[src/hdl/deop_pkg.sv]
`default_nettype none
// ---------------------------------------------------------------------------
// deop_pkg
// Shared types and constants for the EDNS OPT parse and pad unit.
// ---------------------------------------------------------------------------
package deop_pkg;

    localparam int unsigned MaxMsg = 65535;

    localparam logic [15:0] TypeOpt        = 16'd41;
    localparam logic [15:0] CodePad        = 16'd12;
    localparam logic [7:0]  PtrBits        = 8'hC0;
    localparam logic [15:0] MinUdp         = 16'd512;
    localparam logic [16:0] LenLimit       = 17'd65535;
    localparam logic [7:0]  DoMask         = 8'h80;
    localparam logic [4:0]  OptOverhead    = 5'd4;
    localparam logic [4:0]  NewOptOverhead = 5'd15;

    localparam logic [1:0] CfgBlockSize  = 2'd0;
    localparam logic [1:0] CfgCreateOpt  = 2'd1;
    localparam logic [1:0] CfgBufferSize = 2'd2;
    localparam logic [1:0] CfgProbeCode  = 2'd3;

    localparam logic [1:0] StMalformed = 2'd0;
    localparam logic [1:0] StNoOpt     = 2'd1;
    localparam logic [1:0] StOpt       = 2'd2;

    localparam logic [1:0] ActNone   = 2'd0;
    localparam logic [1:0] ActPadOpt = 2'd1;
    localparam logic [1:0] ActNewOpt = 2'd2;

    typedef enum logic [3:0] {
        t_ph_hdr, t_ph_qname, t_ph_qptr, t_ph_qfix, t_ph_rname,
        t_ph_rptr, t_ph_rfix, t_ph_rdata, t_ph_done
    } t_phase;

    // controller states
    typedef enum logic [1:0] {
        S_PARSE, S_DIV, S_EMIT
    } t_ctl_state;

    typedef struct packed {
        logic [7:0] data_byte;
        logic       last_byte;
    } t_in_word;

    typedef struct packed {
        logic [1:0]  status;
        logic [15:0] message_length;
        logic [15:0] rdlen_offset;
        logic [15:0] rdlen_value;
        logic        opt_is_last;
        logic        do_flag;
        logic        has_probe_option;
        logic        has_padding;
        logic [15:0] udp_size;
        logic [1:0]  pad_action;
        logic [15:0] new_length;
        logic [15:0] pad_count;
    } t_out_word;

    typedef struct packed {
        logic [1:0]  index;
        logic [15:0] data;
    } t_cfg_word;

    // controller -> datapath
    typedef struct packed {
        logic parse;     // consume one byte
        logic div_start; // latch rounding operands
        logic div_step;  // one quotient bit
        logic finish;    // build result and clear parse state
        logic out_take;  // result word handed off
    } t_cmd;

    // datapath -> controller
    typedef struct packed {
        logic div_done;
    } t_sts;

endpackage
`default_nettype wire

[src/hdl/deop_if.sv]
`default_nettype none
// ---------------------------------------------------------------------------
// deop_if
// Valid/ready channel carrying one payload word.
// ---------------------------------------------------------------------------
interface deop_if #(parameter type T = logic) ();
    logic valid;
    logic ready;
    T     data;
    modport source (output valid, output data, input ready);
    modport sink   (input valid, input data, output ready);
endinterface
`default_nettype wire

[src/hdl/deop_ctrl.sv]
`default_nettype none
// ---------------------------------------------------------------------------
// deop_ctrl
// Sequencer: parse bytes, run the rounding divider, present the result.
// ---------------------------------------------------------------------------
module deop_ctrl import deop_pkg::*; (
    input  wire  logic i_clk,
    input  wire  logic i_rst_n,
    input  wire  logic i_in_valid,
    input  wire  logic i_in_last,
    input  wire  logic i_out_ready,
    input  wire  t_sts i_sts,
    output logic       o_in_ready,
    output logic       o_out_valid,
    output t_cmd       o_cmd
);
    t_ctl_state r_state, n_state;

    // advance state
    always_ff @(posedge i_clk) begin
        if (!i_rst_n) r_state <= S_PARSE;
        else          r_state <= n_state;
    end

    // next state
    always_comb begin
        n_state = r_state;
        unique case (r_state)
            S_PARSE: if (i_in_valid && i_in_last) n_state = S_DIV;
            S_DIV:   if (i_sts.div_done) n_state = S_EMIT;
            S_EMIT: begin
                if (i_out_ready)
                    n_state = (i_in_valid && i_in_last) ? S_DIV : S_PARSE;
            end
            default: n_state = S_PARSE;
        endcase
    end

    // outputs
    always_comb begin
        o_in_ready  = 1'b0;
        o_out_valid = 1'b0;
        o_cmd       = '0;
        unique case (r_state)
            S_PARSE: begin
                o_in_ready    = 1'b1;
                o_cmd.parse   = i_in_valid;
                o_cmd.div_start = i_in_valid && i_in_last;
            end
            S_DIV: begin
                o_cmd.div_step = !i_sts.div_done;
                o_cmd.finish   = i_sts.div_done;
            end
            S_EMIT: begin
                // keep parsing the next message; hold its last byte until
                // the result word leaves
                o_out_valid     = 1'b1;
                o_cmd.out_take  = i_out_ready;
                o_in_ready      = !i_in_last || i_out_ready;
                o_cmd.parse     = i_in_valid && (!i_in_last || i_out_ready);
                o_cmd.div_start = i_in_valid && i_in_last && i_out_ready;
            end
            default: ;
        endcase
    end
endmodule
`default_nettype wire

[src/hdl/deop_dp.sv]
`default_nettype none
// ---------------------------------------------------------------------------
// deop_dp
// Parse state, OPT tracking, block rounding divider and result register.
// ---------------------------------------------------------------------------
module deop_dp import deop_pkg::*; (
    input  wire  logic       i_clk,
    input  wire  logic       i_rst_n,
    input  wire  t_cmd       i_cmd,
    input  wire  t_in_word   i_in,
    input  wire  logic       i_cfg_we,
    input  wire  t_cfg_word  i_cfg,
    output t_sts             o_sts,
    output t_out_word        o_out
);
    // configuration
    logic [15:0] r_block_size, r_buffer_size, r_probe_code;
    logic        r_new_opt_en;

    always_ff @(posedge i_clk) begin
        if (!i_rst_n) begin
            r_block_size  <= 16'd128;
            r_new_opt_en  <= 1'b1;
            r_buffer_size <= 16'd65535;
            r_probe_code  <= 16'd12;
        end else if (i_cfg_we) begin
            unique case (i_cfg.index)
                CfgBlockSize:  r_block_size  <= i_cfg.data;
                CfgCreateOpt:  r_new_opt_en  <= i_cfg.data[0];
                CfgBufferSize: r_buffer_size <= i_cfg.data;
                CfgProbeCode:  r_probe_code  <= i_cfg.data;
                default: ;
            endcase
        end
    end

    // parse state
    logic [16:0] r_pos, n_pos;
    t_phase      r_ph, n_ph;
    logic [15:0] r_qc, n_qc;
    logic [17:0] r_rc, n_rc;
    logic [7:0]  r_lab, n_lab;
    logic [3:0]  r_fi, n_fi;
    logic [15:0] r_rtype, n_rtype, r_rclass, n_rclass, r_rrem, n_rrem;
    logic [1:0]  r_wh, n_wh;
    logic [15:0] r_wcode, n_wcode, r_wlen, n_wlen, r_wskip, n_wskip;
    logic [15:0] r_foff, n_foff, r_flen, n_flen;
    logic [17:0] r_fend, n_fend;
    logic        r_found, n_found, r_cur, n_cur, r_probe, n_probe;
    logic        r_pad, n_pad, r_do, n_do, r_err, n_err;
    logic [15:0] r_udp, n_udp;

    logic [7:0]  b;
    logic [15:0] v16;
    logic        fin_rec;

    always_comb begin
        n_pos = r_pos; n_ph = r_ph; n_qc = r_qc; n_rc = r_rc; n_lab = r_lab;
        n_fi = r_fi; n_rtype = r_rtype; n_rclass = r_rclass; n_rrem = r_rrem;
        n_wh = r_wh; n_wcode = r_wcode; n_wlen = r_wlen; n_wskip = r_wskip;
        n_foff = r_foff; n_flen = r_flen; n_fend = r_fend;
        n_found = r_found; n_cur = r_cur; n_probe = r_probe; n_pad = r_pad;
        n_do = r_do; n_err = r_err; n_udp = r_udp;
        b = i_in.data_byte;
        v16 = '0;
        fin_rec = 1'b0;
        if (r_pos <= 17'(MaxMsg)) n_pos = r_pos + 17'd1;
        if (n_pos > 17'(MaxMsg)) n_err = 1'b1;
        if (!n_err) begin
            unique case (r_ph)
                t_ph_hdr: begin
                    if (r_pos == 17'd4) n_qc = {b, 8'd0};
                    else if (r_pos == 17'd5) n_qc = r_qc | {8'd0, b};
                    else if (r_pos == 17'd6 || r_pos == 17'd8 || r_pos == 17'd10)
                        n_rtype = {8'd0, b};
                    else if (r_pos == 17'd7 || r_pos == 17'd9 || r_pos == 17'd11)
                        n_rc = r_rc + {2'd0, r_rtype[7:0], b};
                    if (r_pos == 17'd11) begin
                        n_rtype = '0;
                        n_lab = '0;
                        if (r_qc != 0) n_ph = t_ph_qname;
                        else n_ph = (n_rc != 0) ? t_ph_rname : t_ph_done;
                    end
                end
                t_ph_qname, t_ph_rname: begin
                    if (r_lab != 0) n_lab = r_lab - 8'd1;
                    else if (b == 0) begin
                        n_ph = (r_ph == t_ph_qname) ? t_ph_qfix : t_ph_rfix;
                        n_fi = '0;
                    end else if ((b & PtrBits) == PtrBits)
                        n_ph = (r_ph == t_ph_qname) ? t_ph_qptr : t_ph_rptr;
                    else if ((b & PtrBits) != 0) n_err = 1'b1;
                    else n_lab = b;
                end
                t_ph_qptr: begin n_ph = t_ph_qfix; n_fi = '0; end
                t_ph_rptr: begin n_ph = t_ph_rfix; n_fi = '0; end
                t_ph_qfix: begin
                    n_fi = r_fi + 4'd1;
                    if (n_fi == 4'd4) begin
                        n_qc = r_qc - 16'd1;
                        n_lab = '0;
                        if (n_qc != 0) n_ph = t_ph_qname;
                        else n_ph = (r_rc != 0) ? t_ph_rname : t_ph_done;
                    end
                end
                t_ph_rfix: begin
                    n_fi = r_fi + 4'd1;
                    unique case (r_fi)
                        4'd0: n_rtype = {b, 8'd0};
                        4'd1: n_rtype = r_rtype | {8'd0, b};
                        4'd2: n_rclass = {b, 8'd0};
                        4'd3: n_rclass = r_rclass | {8'd0, b};
                        4'd6: if (r_rtype == TypeOpt && !r_found)
                                  n_do = (b & DoMask) != 0;
                        4'd8: n_rrem = {b, 8'd0};
                        4'd9: begin
                            v16 = r_rrem | {8'd0, b};
                            n_rrem = v16;
                            n_fi = r_fi;
                            if (r_rtype == TypeOpt && r_found) n_err = 1'b1;
                            else begin
                                if (r_rtype == TypeOpt) begin
                                    n_found = 1'b1; n_cur = 1'b1;
                                    n_foff = 16'(r_pos - 17'd1);
                                    n_flen = v16;
                                    n_fend = {1'b0, r_pos} + 18'd1 + {2'd0, v16};
                                    n_wh = '0; n_wcode = '0; n_wlen = '0;
                                    n_wskip = '0;
                                end else n_cur = 1'b0;
                                if (v16 == 0) fin_rec = 1'b1;
                                else n_ph = t_ph_rdata;
                            end
                        end
                        default: ;
                    endcase
                end
                t_ph_rdata: begin
                    n_rrem = r_rrem - 16'd1;
                    if (r_cur) begin
                        if (r_wskip != 0) n_wskip = r_wskip - 16'd1;
                        else begin
                            unique case (r_wh)
                                2'd0: begin n_wcode = {b, 8'd0}; n_wh = 2'd1; end
                                2'd1: begin
                                    v16 = r_wcode | {8'd0, b};
                                    n_wcode = v16;
                                    if (v16 == r_probe_code) n_probe = 1'b1;
                                    if (v16 == CodePad) n_pad = 1'b1;
                                    n_wh = 2'd2;
                                end
                                2'd2: begin n_wlen = {b, 8'd0}; n_wh = 2'd3; end
                                default: begin
                                    n_wskip = r_wlen | {8'd0, b};
                                    n_wh = 2'd0;
                                end
                            endcase
                        end
                    end
                    if (n_rrem == 0) fin_rec = 1'b1;
                end
                default: n_err = 1'b1;
            endcase
            // close the record
            if (fin_rec) begin
                if (n_cur) begin
                    n_udp = (r_rclass < MinUdp) ? MinUdp : r_rclass;
                    if (n_wh != 0 || n_wskip != 0) n_err = 1'b1;
                    n_cur = 1'b0;
                end
                if (!n_err) begin
                    n_rc = r_rc - 18'd1;
                    n_ph = (n_rc != 0) ? t_ph_rname : t_ph_done;
                    n_lab = '0;
                end
            end
        end
    end

    // end-of-message decision, computed from the updated state
    logic [1:0] r_status;
    logic [16:0] r_len;
    logic        r_go, r_fnd;
    logic [17:0] r_prov;
    logic [15:0] r_blk;
    logic [17:0] r_rem, r_quo;
    logic [4:0]  r_cnt;
    logic        r_islast;

    logic [1:0]  c_status;
    logic        c_go;
    logic [17:0] c_prov;
    logic [18:0] c_sub;

    always_comb begin
        if (n_err || n_ph != t_ph_done) c_status = StMalformed;
        else c_status = n_found ? StOpt : StNoOpt;
        if (c_status == StOpt) begin
            c_go   = !n_pad && (n_fend == {1'b0, n_pos});
            c_prov = {1'b0, n_pos} + {13'd0, OptOverhead};
        end else begin
            c_go   = r_new_opt_en;
            c_prov = {1'b0, n_pos} + {13'd0, NewOptOverhead};
        end
        c_sub = {r_rem, r_quo[17]} - {3'd0, r_blk};
    end

    // rounding: ceil(prov/blk) by restoring division, one bit a cycle
    logic [33:0] nl_full;
    assign nl_full = {16'd0, r_quo + 18'd1} * {18'd0, r_blk};
    logic [33:0] nl_use;
    assign nl_use = (r_prov == 0) ? 34'd0 : nl_full;
    logic ok;
    assign ok = r_go && r_status != StMalformed && nl_use <= {18'd0, r_buffer_size}
                && nl_use <= {17'd0, LenLimit};
    logic [15:0] mlen;
    assign mlen = (r_len > LenLimit) ? 16'hFFFF : r_len[15:0];

    assign o_sts.div_done = (r_cnt == 5'd18);

    always_ff @(posedge i_clk) begin
        if (!i_rst_n || i_cmd.finish) begin
            r_pos <= '0; r_ph <= t_ph_hdr; r_qc <= '0; r_rc <= '0; r_lab <= '0;
            r_fi <= '0; r_rtype <= '0; r_rclass <= '0; r_rrem <= '0;
            r_wh <= '0; r_wcode <= '0; r_wlen <= '0; r_wskip <= '0;
            r_foff <= '0; r_flen <= '0; r_fend <= '0;
            r_found <= 1'b0; r_cur <= 1'b0; r_probe <= 1'b0; r_pad <= 1'b0;
            r_do <= 1'b0; r_err <= 1'b0; r_udp <= MinUdp;
        end else if (i_cmd.parse) begin
            r_pos <= n_pos; r_ph <= n_ph; r_qc <= n_qc; r_rc <= n_rc;
            r_lab <= n_lab; r_fi <= n_fi; r_rtype <= n_rtype;
            r_rclass <= n_rclass; r_rrem <= n_rrem; r_wh <= n_wh;
            r_wcode <= n_wcode; r_wlen <= n_wlen; r_wskip <= n_wskip;
            r_foff <= n_foff; r_flen <= n_flen; r_fend <= n_fend;
            r_found <= n_found; r_cur <= n_cur; r_probe <= n_probe;
            r_pad <= n_pad; r_do <= n_do; r_err <= n_err; r_udp <= n_udp;
        end
    end

    // latch division operands, then shift
    always_ff @(posedge i_clk) begin
        if (i_cmd.div_start) begin
            r_status <= c_status;
            r_len    <= n_pos;
            r_go     <= c_go;
            r_fnd    <= (c_status == StOpt);
            r_prov   <= c_prov;
            r_blk    <= (r_block_size == 0) ? 16'd1 : r_block_size;
            r_islast <= (c_status == StOpt) && (n_fend == {1'b0, n_pos});
            r_rem    <= '0;
            r_quo    <= c_prov - 18'd1;
            r_cnt    <= '0;
        end else if (i_cmd.div_step) begin
            r_cnt <= r_cnt + 5'd1;
            if (!c_sub[18]) begin
                r_rem <= c_sub[17:0];
                r_quo <= {r_quo[16:0], 1'b1};
            end else begin
                r_rem <= {r_rem[16:0], r_quo[17]};
                r_quo <= {r_quo[16:0], 1'b0};
            end
        end
    end

    // hold the result word
    always_ff @(posedge i_clk) begin
        if (i_cmd.finish) begin
            o_out.status           <= r_status;
            o_out.message_length   <= mlen;
            o_out.rdlen_offset     <= r_fnd ? r_foff : 16'd0;
            o_out.rdlen_value      <= r_fnd ? r_flen : 16'd0;
            o_out.opt_is_last      <= r_islast;
            o_out.do_flag          <= r_fnd && r_do;
            o_out.has_probe_option <= r_fnd && r_probe;
            o_out.has_padding      <= r_fnd && r_pad;
            o_out.udp_size         <= r_udp;
            o_out.pad_action       <= ok ? (r_fnd ? ActPadOpt : ActNewOpt) : ActNone;
            o_out.new_length       <= ok ? nl_use[15:0] : mlen;
            o_out.pad_count        <= ok ? 16'(nl_use[17:0] - r_prov) : 16'd0;
        end
    end

    logic unused;
    assign unused = i_cmd.out_take ^ i_in.last_byte ^ (^r_wcode[7:0]);
endmodule
`default_nettype wire

[src/hdl/dns_edns_opt_parse_pad_unit.sv]
`default_nettype none
// ---------------------------------------------------------------------------
// dns_edns_opt_parse_pad_unit
// Streaming DNS parser that locates the OPT record and plans padding.
// ---------------------------------------------------------------------------
// Input channel: one message byte per word with a last-byte mark.
// Each byte is parsed in the cycle it is accepted (one byte per cycle while ready).
// Output channel: one result word per message, after its last byte.
// After the last byte the block runs the block rounding (a bit-serial
// 18-bit divider) and then holds the result until taken.
// While the result waits, bytes of the next message are still parsed;
// only that message's last byte is held until the result word leaves,
// so a stalled receiver stalls the input there. No byte is accepted
// while the rounding runs.
// Configuration: write channel of register index and data, always ready;
// write only while idle. Reset loads block size 128, new-OPT enable 1,
// buffer size 65535, probe code 12 and clears the parse state.
// ---------------------------------------------------------------------------
module dns_edns_opt_parse_pad_unit import deop_pkg::*; (
    input wire logic   i_clk,
    input wire logic   i_rst_n,
    deop_if.sink       in_ch,
    deop_if.source     out_ch,
    deop_if.sink       cfg_ch
);
    t_cmd cmd;
    t_sts sts;

    assign cfg_ch.ready = 1'b1;

    deop_ctrl u_ctrl (
        .i_clk       (i_clk),
        .i_rst_n     (i_rst_n),
        .i_in_valid  (in_ch.valid),
        .i_in_last   (in_ch.data.last_byte),
        .i_out_ready (out_ch.ready),
        .i_sts       (sts),
        .o_in_ready  (in_ch.ready),
        .o_out_valid (out_ch.valid),
        .o_cmd       (cmd)
    );

    deop_dp u_dp (
        .i_clk    (i_clk),
        .i_rst_n  (i_rst_n),
        .i_cmd    (cmd),
        .i_in     (in_ch.data),
        .i_cfg_we (cfg_ch.valid),
        .i_cfg    (cfg_ch.data),
        .o_sts    (sts),
        .o_out    (out_ch.data)
    );
endmodule
`default_nettype wire

[src/flat_wrapper.sv]
// flat-port wrapper written by rule: the top's interface ports become plain ports
module dns_edns_opt_parse_pad_unit_flat import deop_pkg::*;
  (i_clk, i_rst_n, in_ch_valid, in_ch_data, in_ch_ready, out_ch_valid, out_ch_data, out_ch_ready, cfg_ch_valid, cfg_ch_data, cfg_ch_ready);
  deop_if #(.T(t_in_word)) in_ch_i ();
  deop_if #(.T(t_out_word)) out_ch_i ();
  deop_if #(.T(t_cfg_word)) cfg_ch_i ();
  input wire logic i_clk;
  input wire logic i_rst_n;
  input wire logic [$bits(in_ch_i.valid)-1:0] in_ch_valid;
  input wire logic [$bits(in_ch_i.data)-1:0] in_ch_data;
  output wire logic [$bits(in_ch_i.ready)-1:0] in_ch_ready;
  output wire logic [$bits(out_ch_i.valid)-1:0] out_ch_valid;
  output wire logic [$bits(out_ch_i.data)-1:0] out_ch_data;
  input wire logic [$bits(out_ch_i.ready)-1:0] out_ch_ready;
  input wire logic [$bits(cfg_ch_i.valid)-1:0] cfg_ch_valid;
  input wire logic [$bits(cfg_ch_i.data)-1:0] cfg_ch_data;
  output wire logic [$bits(cfg_ch_i.ready)-1:0] cfg_ch_ready;
  assign in_ch_i.valid = in_ch_valid;
  assign in_ch_i.data = in_ch_data;
  assign in_ch_ready = in_ch_i.ready;
  assign out_ch_valid = out_ch_i.valid;
  assign out_ch_data = out_ch_i.data;
  assign out_ch_i.ready = out_ch_ready;
  assign cfg_ch_i.valid = cfg_ch_valid;
  assign cfg_ch_i.data = cfg_ch_data;
  assign cfg_ch_ready = cfg_ch_i.ready;
  dns_edns_opt_parse_pad_unit u_core (.i_clk(i_clk), .i_rst_n(i_rst_n), .in_ch(in_ch_i), .out_ch(out_ch_i), .cfg_ch(cfg_ch_i));
endmodule
[config.mk]
export PLATFORM = sky130hd
export DESIGN_NAME = dns_edns_opt_parse_pad_unit_flat
export DESIGN_NICKNAME = d
export VERILOG_FILES = /design/src/hdl/deop_pkg.sv /design/src/hdl/deop_if.sv /design/src/hdl/deop_ctrl.sv /design/src/hdl/deop_dp.sv /design/src/hdl/dns_edns_opt_parse_pad_unit.sv /design/src/flat_wrapper.sv
export SDC_FILE = /design/constraint.sdc
export NUM_CORES = 2
export LEC_CHECK = 0
export BUFFER_PORTS_ARGS = -buffer_cell sky130_fd_sc_hd__buf_2
export CORE_MARGIN = 3
export CORE_UTILIZATION = 60
export DETAILED_ROUTE_END_ITERATION = 16
export PLACE_DENSITY = 0.78
export SLEW_MARGIN = 40
export SYNTH_ARGS = -nofsm -noshare
export SYNTH_HDL_FRONTEND = slang
export SYNTH_SLANG_ARGS = --single-unit
[constraint.sdc]
create_clock -name i_clk -period 11.3 [get_ports i_clk]
set_input_delay 2.26 -clock i_clk [delete_from_list [all_inputs] [get_ports i_clk]]
set_output_delay 2.26 -clock i_clk [all_outputs]
set_load 0.05 [all_outputs]
=== Word level (Yosys, flattened, before mapping) ===
Index checks and enable logic that the tools add are counted.

* Register bits: 489
* Word-level logic and storage cells: 361

* Reduce and logical (&&, ||, !) cells: 74
* Eq/ne operators: 57
* Multiplexer cells: 146
* Add/subtract/negate cells: 18
* Multipliers: 1
* Order comparisons: 6
* Bitwise gates (word level): 9

{| class="wikitable"
|+ Operator list
! kind !! number
|-
| $mux 16 || 25
|-
| $mux 18 || 18
|-
| $pmux 16 s2 || 10
|-
| $or 16x8->16 || 6
|-
| $mux 4 || 19
|-
| $eq 17x3->1 const B || 4
|-
| $eq 17x4->1 const B || 4
|-
| $mux 8 || 8
|-
| $reduce_bool 16->1 || 4
|-
| $sub 16x1->16 const B || 4
|-
| $reduce_bool 18->1 || 3
|-
| $logic_not 16->1 || 3
|-
| $mux 1 || 39
|-
| $add 18x16->18 || 2
|-
| $sub 18x1->18 const B || 2
|-
| $gt 17x16->1 const B || 2
|-
| $le 34x16->1 || 1
|-
| $le 34x16->1 const B || 1
|-
| $mul 18x16->34 || 1
|-
| $mux 34 || 1
|-
| $reduce_bool 32->1 || 1
|-
| $mux 2 || 13
|-
| $eq 4x3->1 const B || 6
|-
| $ne 2x2->1 const B || 12
|-
| other kinds (57) || 122
|}

=== Logic depth before layout (Yosys ltp) ===
* Depth in word-level cells: 24
* Depth in mapped cells: 36
* Depth with buffers taken out: 35

=== Modules after synthesis ===
A second synthesis with hierarchy kept.

* Cells, all modules: 4364
* Area, all modules: 37225.7 um^2

{| class="wikitable"
|+ Modules (own cells, without submodules)
! module !! instances !! area an instance (um^2) !! cells each
|-
| deop_dp || 1 || 37054.3 || 4346
|-
| deop_ctrl || 1 || 160.2 || 16
|-
| dns_edns_opt_parse_pad_unit || 1 || 11.3 || 2
|}

=== Least setup slack after synthesis ===
Ideal clock, no wire load.

* Kind: reg2reg
* Start: reg u_core.u_dp.r_quo[3]
* End: reg u_core.u_dp.o_out[30] (netlist name) (data pin)
* Stages on the path, launching flop included: 32
* Setup time: 0.257 ns
* Path buffers: 2
* Slack: 2.198 ns
* Period minus slack after synthesis: 9.102 ns
* Arrival: 8.845 ns
* Required time: 11.043 ns
* Path through: edfxtp_1 and3_1 and3_1 nand3_1 nor2_1 nand2_1 xnor2_1 clkbuf_1 nand2_1 fa_1 fa_1 fa_1 inv_1 fa_1 fa_1 inv_1 fa_1 inv_1 ha_1 a21o_1 a2111oi_0 nand3_1 and3_1 or3_1 a2111oi_0 nand4_1 a2111oi_0 nand4_1 nor3_1 o21ai_0 clkbuf_1 a32o_1

* Word-level cells in the longest chain between the ends: 7
* Elaborated cells between the ends (all ways): 8
* Classes of those cells: 1 x add/sub; 1 x mul; 2 x order compare; 2 x mux; 2 x reduce/logical

{| class="wikitable"
|+ Ends and longest elaborated chain
! what !! line !! RTL
|-
| start: declaration || deop_dp.sv:185 || <nowiki>logic [17:0] r_rem, r_quo;</nowiki>
|-
| start signal: assignment || deop_dp.sv:250 || <nowiki>r_quo <= c_prov - 18'd1;</nowiki>
|-
| start signal: assignment || deop_dp.sv:256 || <nowiki>r_quo <= {r_quo[16:0], 1'b1};</nowiki>
|-
| start signal: assignment || deop_dp.sv:259 || <nowiki>r_quo <= {r_quo[16:0], 1'b0};</nowiki>
|-
| $add 18x1->18 * || deop_dp.sv:209 || <nowiki>assign nl_full = {16'd0, r_quo + 18'd1} * {18'd0, r_blk};</nowiki>
|-
| $mul 18x16->34 * || deop_dp.sv:209 ||
|-
| $mux 34 * || deop_dp.sv:211 || <nowiki>assign nl_use = (r_prov == 0) ? 34'd0 : nl_full;</nowiki>
|-
| $le 34x16->1 || deop_dp.sv:213 || <nowiki>assign ok = r_go && r_status != StMalformed && nl_use <= {18'd0, r_buffer_size}</nowiki>
|-
| $logic_and 1x1->1 || deop_dp.sv:213 ||
|-
| $logic_and 1x1->1 || deop_dp.sv:214 || <nowiki>&& nl_use <= {17'd0, LenLimit};</nowiki>
|-
| $mux 16 * || deop_dp.sv:277 || <nowiki>o_out.new_length <= ok ? nl_use[15:0] : mlen;</nowiki>
|-
| end: declaration || deop_dp.sv:14 || <nowiki>output t_out_word o_out</nowiki>
|}

Mark *: on every way between the ends. The rest lies on a longest branch, timed or not.
A chain may end at the register's enable or synchronous reset.

=== Worst setup path in the final report ===
* Start: reg u_core.u_dp.r_quo[3]
* End: reg u_core.u_dp.o_out[31] (netlist name) (data pin)

Same word-level chain as after synthesis.

==> results_dict.tcl <==
set metrics [dict create \
    cts_buffers 48 \
    worst_slew_pin_slew_ns 0.862 \
    r2r_slack_ns 1.26 \
    start_util_pct 61.1 \
    drive_above_1_share_pct 8.35 \
    setup_tns_ns 0 \
    syn_area_per_cell_sq_um 8.51 \
    synth_seq_cells 480 \
    syn2layout_area_growth_pct 7.46 \
    gp_congestion 0.982 \
    cts_resized 0 \
    cts_hold_buffers 0 \
    critPathMaxFanout 24 \
    wl_mm 105 \
    ant_nets 0 \
    yosys_warnings 0 \
    synth_cell_type_count 101 \
    r2r_start "u_core.u_dp.r_quo[3]" \
    endpoint_kind "flop" \
    rsz0062_at_grt "false" \
    grt_util_all_layers_pct 32.4 \
    post_drt_via_cell_ratio 6.16 \
    reg2reg_depth 31 \
    clk_pin_slew_ns 0.06 \
    hold_viol 0 \
    syn-cell-area_sq_um 37100 \
    place_hpwl_mm 78.7 \
    core_sq_um 60700 \
    grt_max_degree 76 \
    gr-total-overflow 0 \
    layout_min_cycle_time_ns 10.04 \
    cts_buffer_depth 3 \
    r2r_end "u_core.u_dp.o_out[31]" \
    synth_flop_cell "dfxtp_1" \
    postCtsSetupRepairBufs 0 \
    die_w_um 255 \
    holdPathStages 0 \
    ys_seq_area_share_pct 30.7 \
    crit_type "reg -> reg" \
    syn_nets 4828 \
    antenna_found_initial 3 \
    port_buffers 137 \
    maxCapViolCount 0 \
    die_y_um 255 \
    pin_count 139 \
    syn_inst 4353 \
    fin_nets 4806 \
    via_count 31700 \
    clock-root-buffer "clkbuf_16" \
    cts_sinks 480 \
    post-route-period-util_pct 88.8 \
    finalMaxSlewViolations 0 \
    cp.required_ns 11.65 \
    crit_path_end "u_core.u_dp.o_out[31]" \
    rows 90 \
    dr.pass1.iters 5 \
    startpoint "u_core.u_dp.r_quo[3]" \
    grt_pass1_wl_mm 166 \
    avgRoutedWirePerCell_um 20.4 \
    skew_ns 0.0336 \
    clock_latency_ns 0.60 \
    arrival_ns 10.38 \
    crit_top_cell "fa_1" \
    fmax_mhz 99.6 \
    hold_path.class "reg -> reg" \
    drtIter0Drc 2654 \
    grt_pass1_vias 30300 \
    cpPeakStageDelay_ns 0.71 \
    cts_max_level 2 \
    status "completed" \
    synthArstFlopShare_pct 0 \
    drcViolationCount 0 \
    setup_viol 0 \
    slowest_stage "a2111oi_1" \
    synth_edf_count 177 \
    dieArea_sq_um 64800 \
    slew_headroom_pct 42.4 \
    tritoncts "done" \
    startpoint_type "flop" \
]
[worst min path at each step]
stage	slack, ns	to	from
after CTS	0.43	u_core.u_dp.o_out[53]	u_core.u_dp.r_islast
after global routing	0.44	u_core.u_dp.o_out[40]	u_core.u_dp.r_udp[6]
after floorplan	0.40	u_core.u_dp.o_out[53]	u_core.u_dp.r_islast
after global placement	0.42	u_core.u_dp.o_out[34]	u_core.u_dp.r_udp[0]
final	0.43	u_core.u_dp.o_out[40]	u_core.u_dp.r_udp[6]
after detailed placement	0.41	u_core.u_dp.o_out[53]	u_core.u_dp.r_islast
[logic make-up after synthesis]
kind of cell	Yosys count	synth area share, %
AO/OA/AOI/OAI	841	14.5
other	1	0.0101
adder cells (fa/ha/maj)	443	19.5
AND/OR/NAND/NOR	1691	22.4
multiplexers	52	1.42
flip-flops	480	30.7
XOR/XNOR	194	4.69
buffers and inverters	651	6.77
[cell usage in the layout, fill, tap and decap left out, types with 26 or more instances in the layout]
cell / instances
inv_1: 400
or2_2: 34
mux2i_1: 47
xnor2_1: 122
nor2b_1: 39
ha_1: 217
a21o_1: 37
o211ai_1: 33
a21oi_1: 281
clkbuf_16: 50
and2_1: 156
buf_4: 37
buf_2: 137
nand2_1: 570
nor4_1: 54
a21boi_0: 45
o21ai_0: 174
nor2_1: 357
fa_1: 226
nand3_1: 127
nand2b_1: 26
xor2_1: 64
nor3_1: 104
nand4_1: 45
a211oi_1: 38
dfxtp_1: 303
a22oi_1: 35
edfxtp_1: 177
or3_1: 29
[layer usage]
layer	vias up	GRT usage, %	share of wire (%)
li1	14900	-	-
met1	15200	41.4	40
met2	1360	52.3	46
met3	303	5.43	7.9
met4	4	18.7	6.5
met5	-	0	0.024
[registers in the layout (all words and copies together), names as in the netlist, 17 cells and up]
name                flops
u_core.u_dp.o_out     104
u_core.u_dp.r_fend     18
u_core.u_dp.r_prov     18
u_core.u_dp.r_quo      18
u_core.u_dp.r_rc       18
u_core.u_dp.r_rem      18
u_core.u_dp.r_len      17
u_core.u_dp.r_pos      17
[metrics by stage]
stage	utilization, %	worst slack [ns]	hold slack (ns)	cells	cell area, sq um
2_1_floorplan	-	2.20	0.400	4353	37100
3_3_place_gp	62.7	1.34	0.417	5063	38100
3_5_place_dp	62.9	1.26	0.412	5063	38200
4_1_cts	65.5	1.22	0.427	5152	39800
5_1_grt	65.6	0.641	0.435	5152	39800
6_report	65.6	1.26	0.428	5153	39800
[synth_stat cells, drive strengths merged, types with 129 or more instances]
library cell / n / area (sq um)
nand2: 573 / 2150
inv: 402 / 1510
nor2: 358 / 1350
dfxtp: 303 / 6070
a21oi: 284 / 1420
fa: 226 / 4520
ha: 217 / 2720
clkbuf: 215 / 808
o21ai: 186 / 942
edfxtp: 177 / 5320
and2: 157 / 982
xnor2: 129 / 1170
[cell type report]
| cell class | count | area [sq um] |
|---|---|---|
| inverters | 404 | 1520 |
| well taps | 782 | 978 |
| diodes | 1 | 2.50 |
| clock buffers | 64 | 1360 |
| flip-flops and latches | 480 | 11400 |
| repair buffers | 175 | 975 |
| clock inverters | 25 | 265 |
| multi-input cells | 3222 | 23300 |
| fillers | 5064 | 20900 |
[worst max-delay path, delay by kind of cell (launching register included)]
family                     cells  cell delay (ns)
DFF                            1             0.47
AOI/OAI and AO/OA              6             2.11
adders and majority gates      7             3.38
xor gates and xnor gates       1             0.62
buffers and inverters          5             0.67
and+or+nand+nor               12             2.54
Power is left out: the tool's default activity adds up to more than one toggle a clock period on the data nets, which glitch-free logic cannot reach.
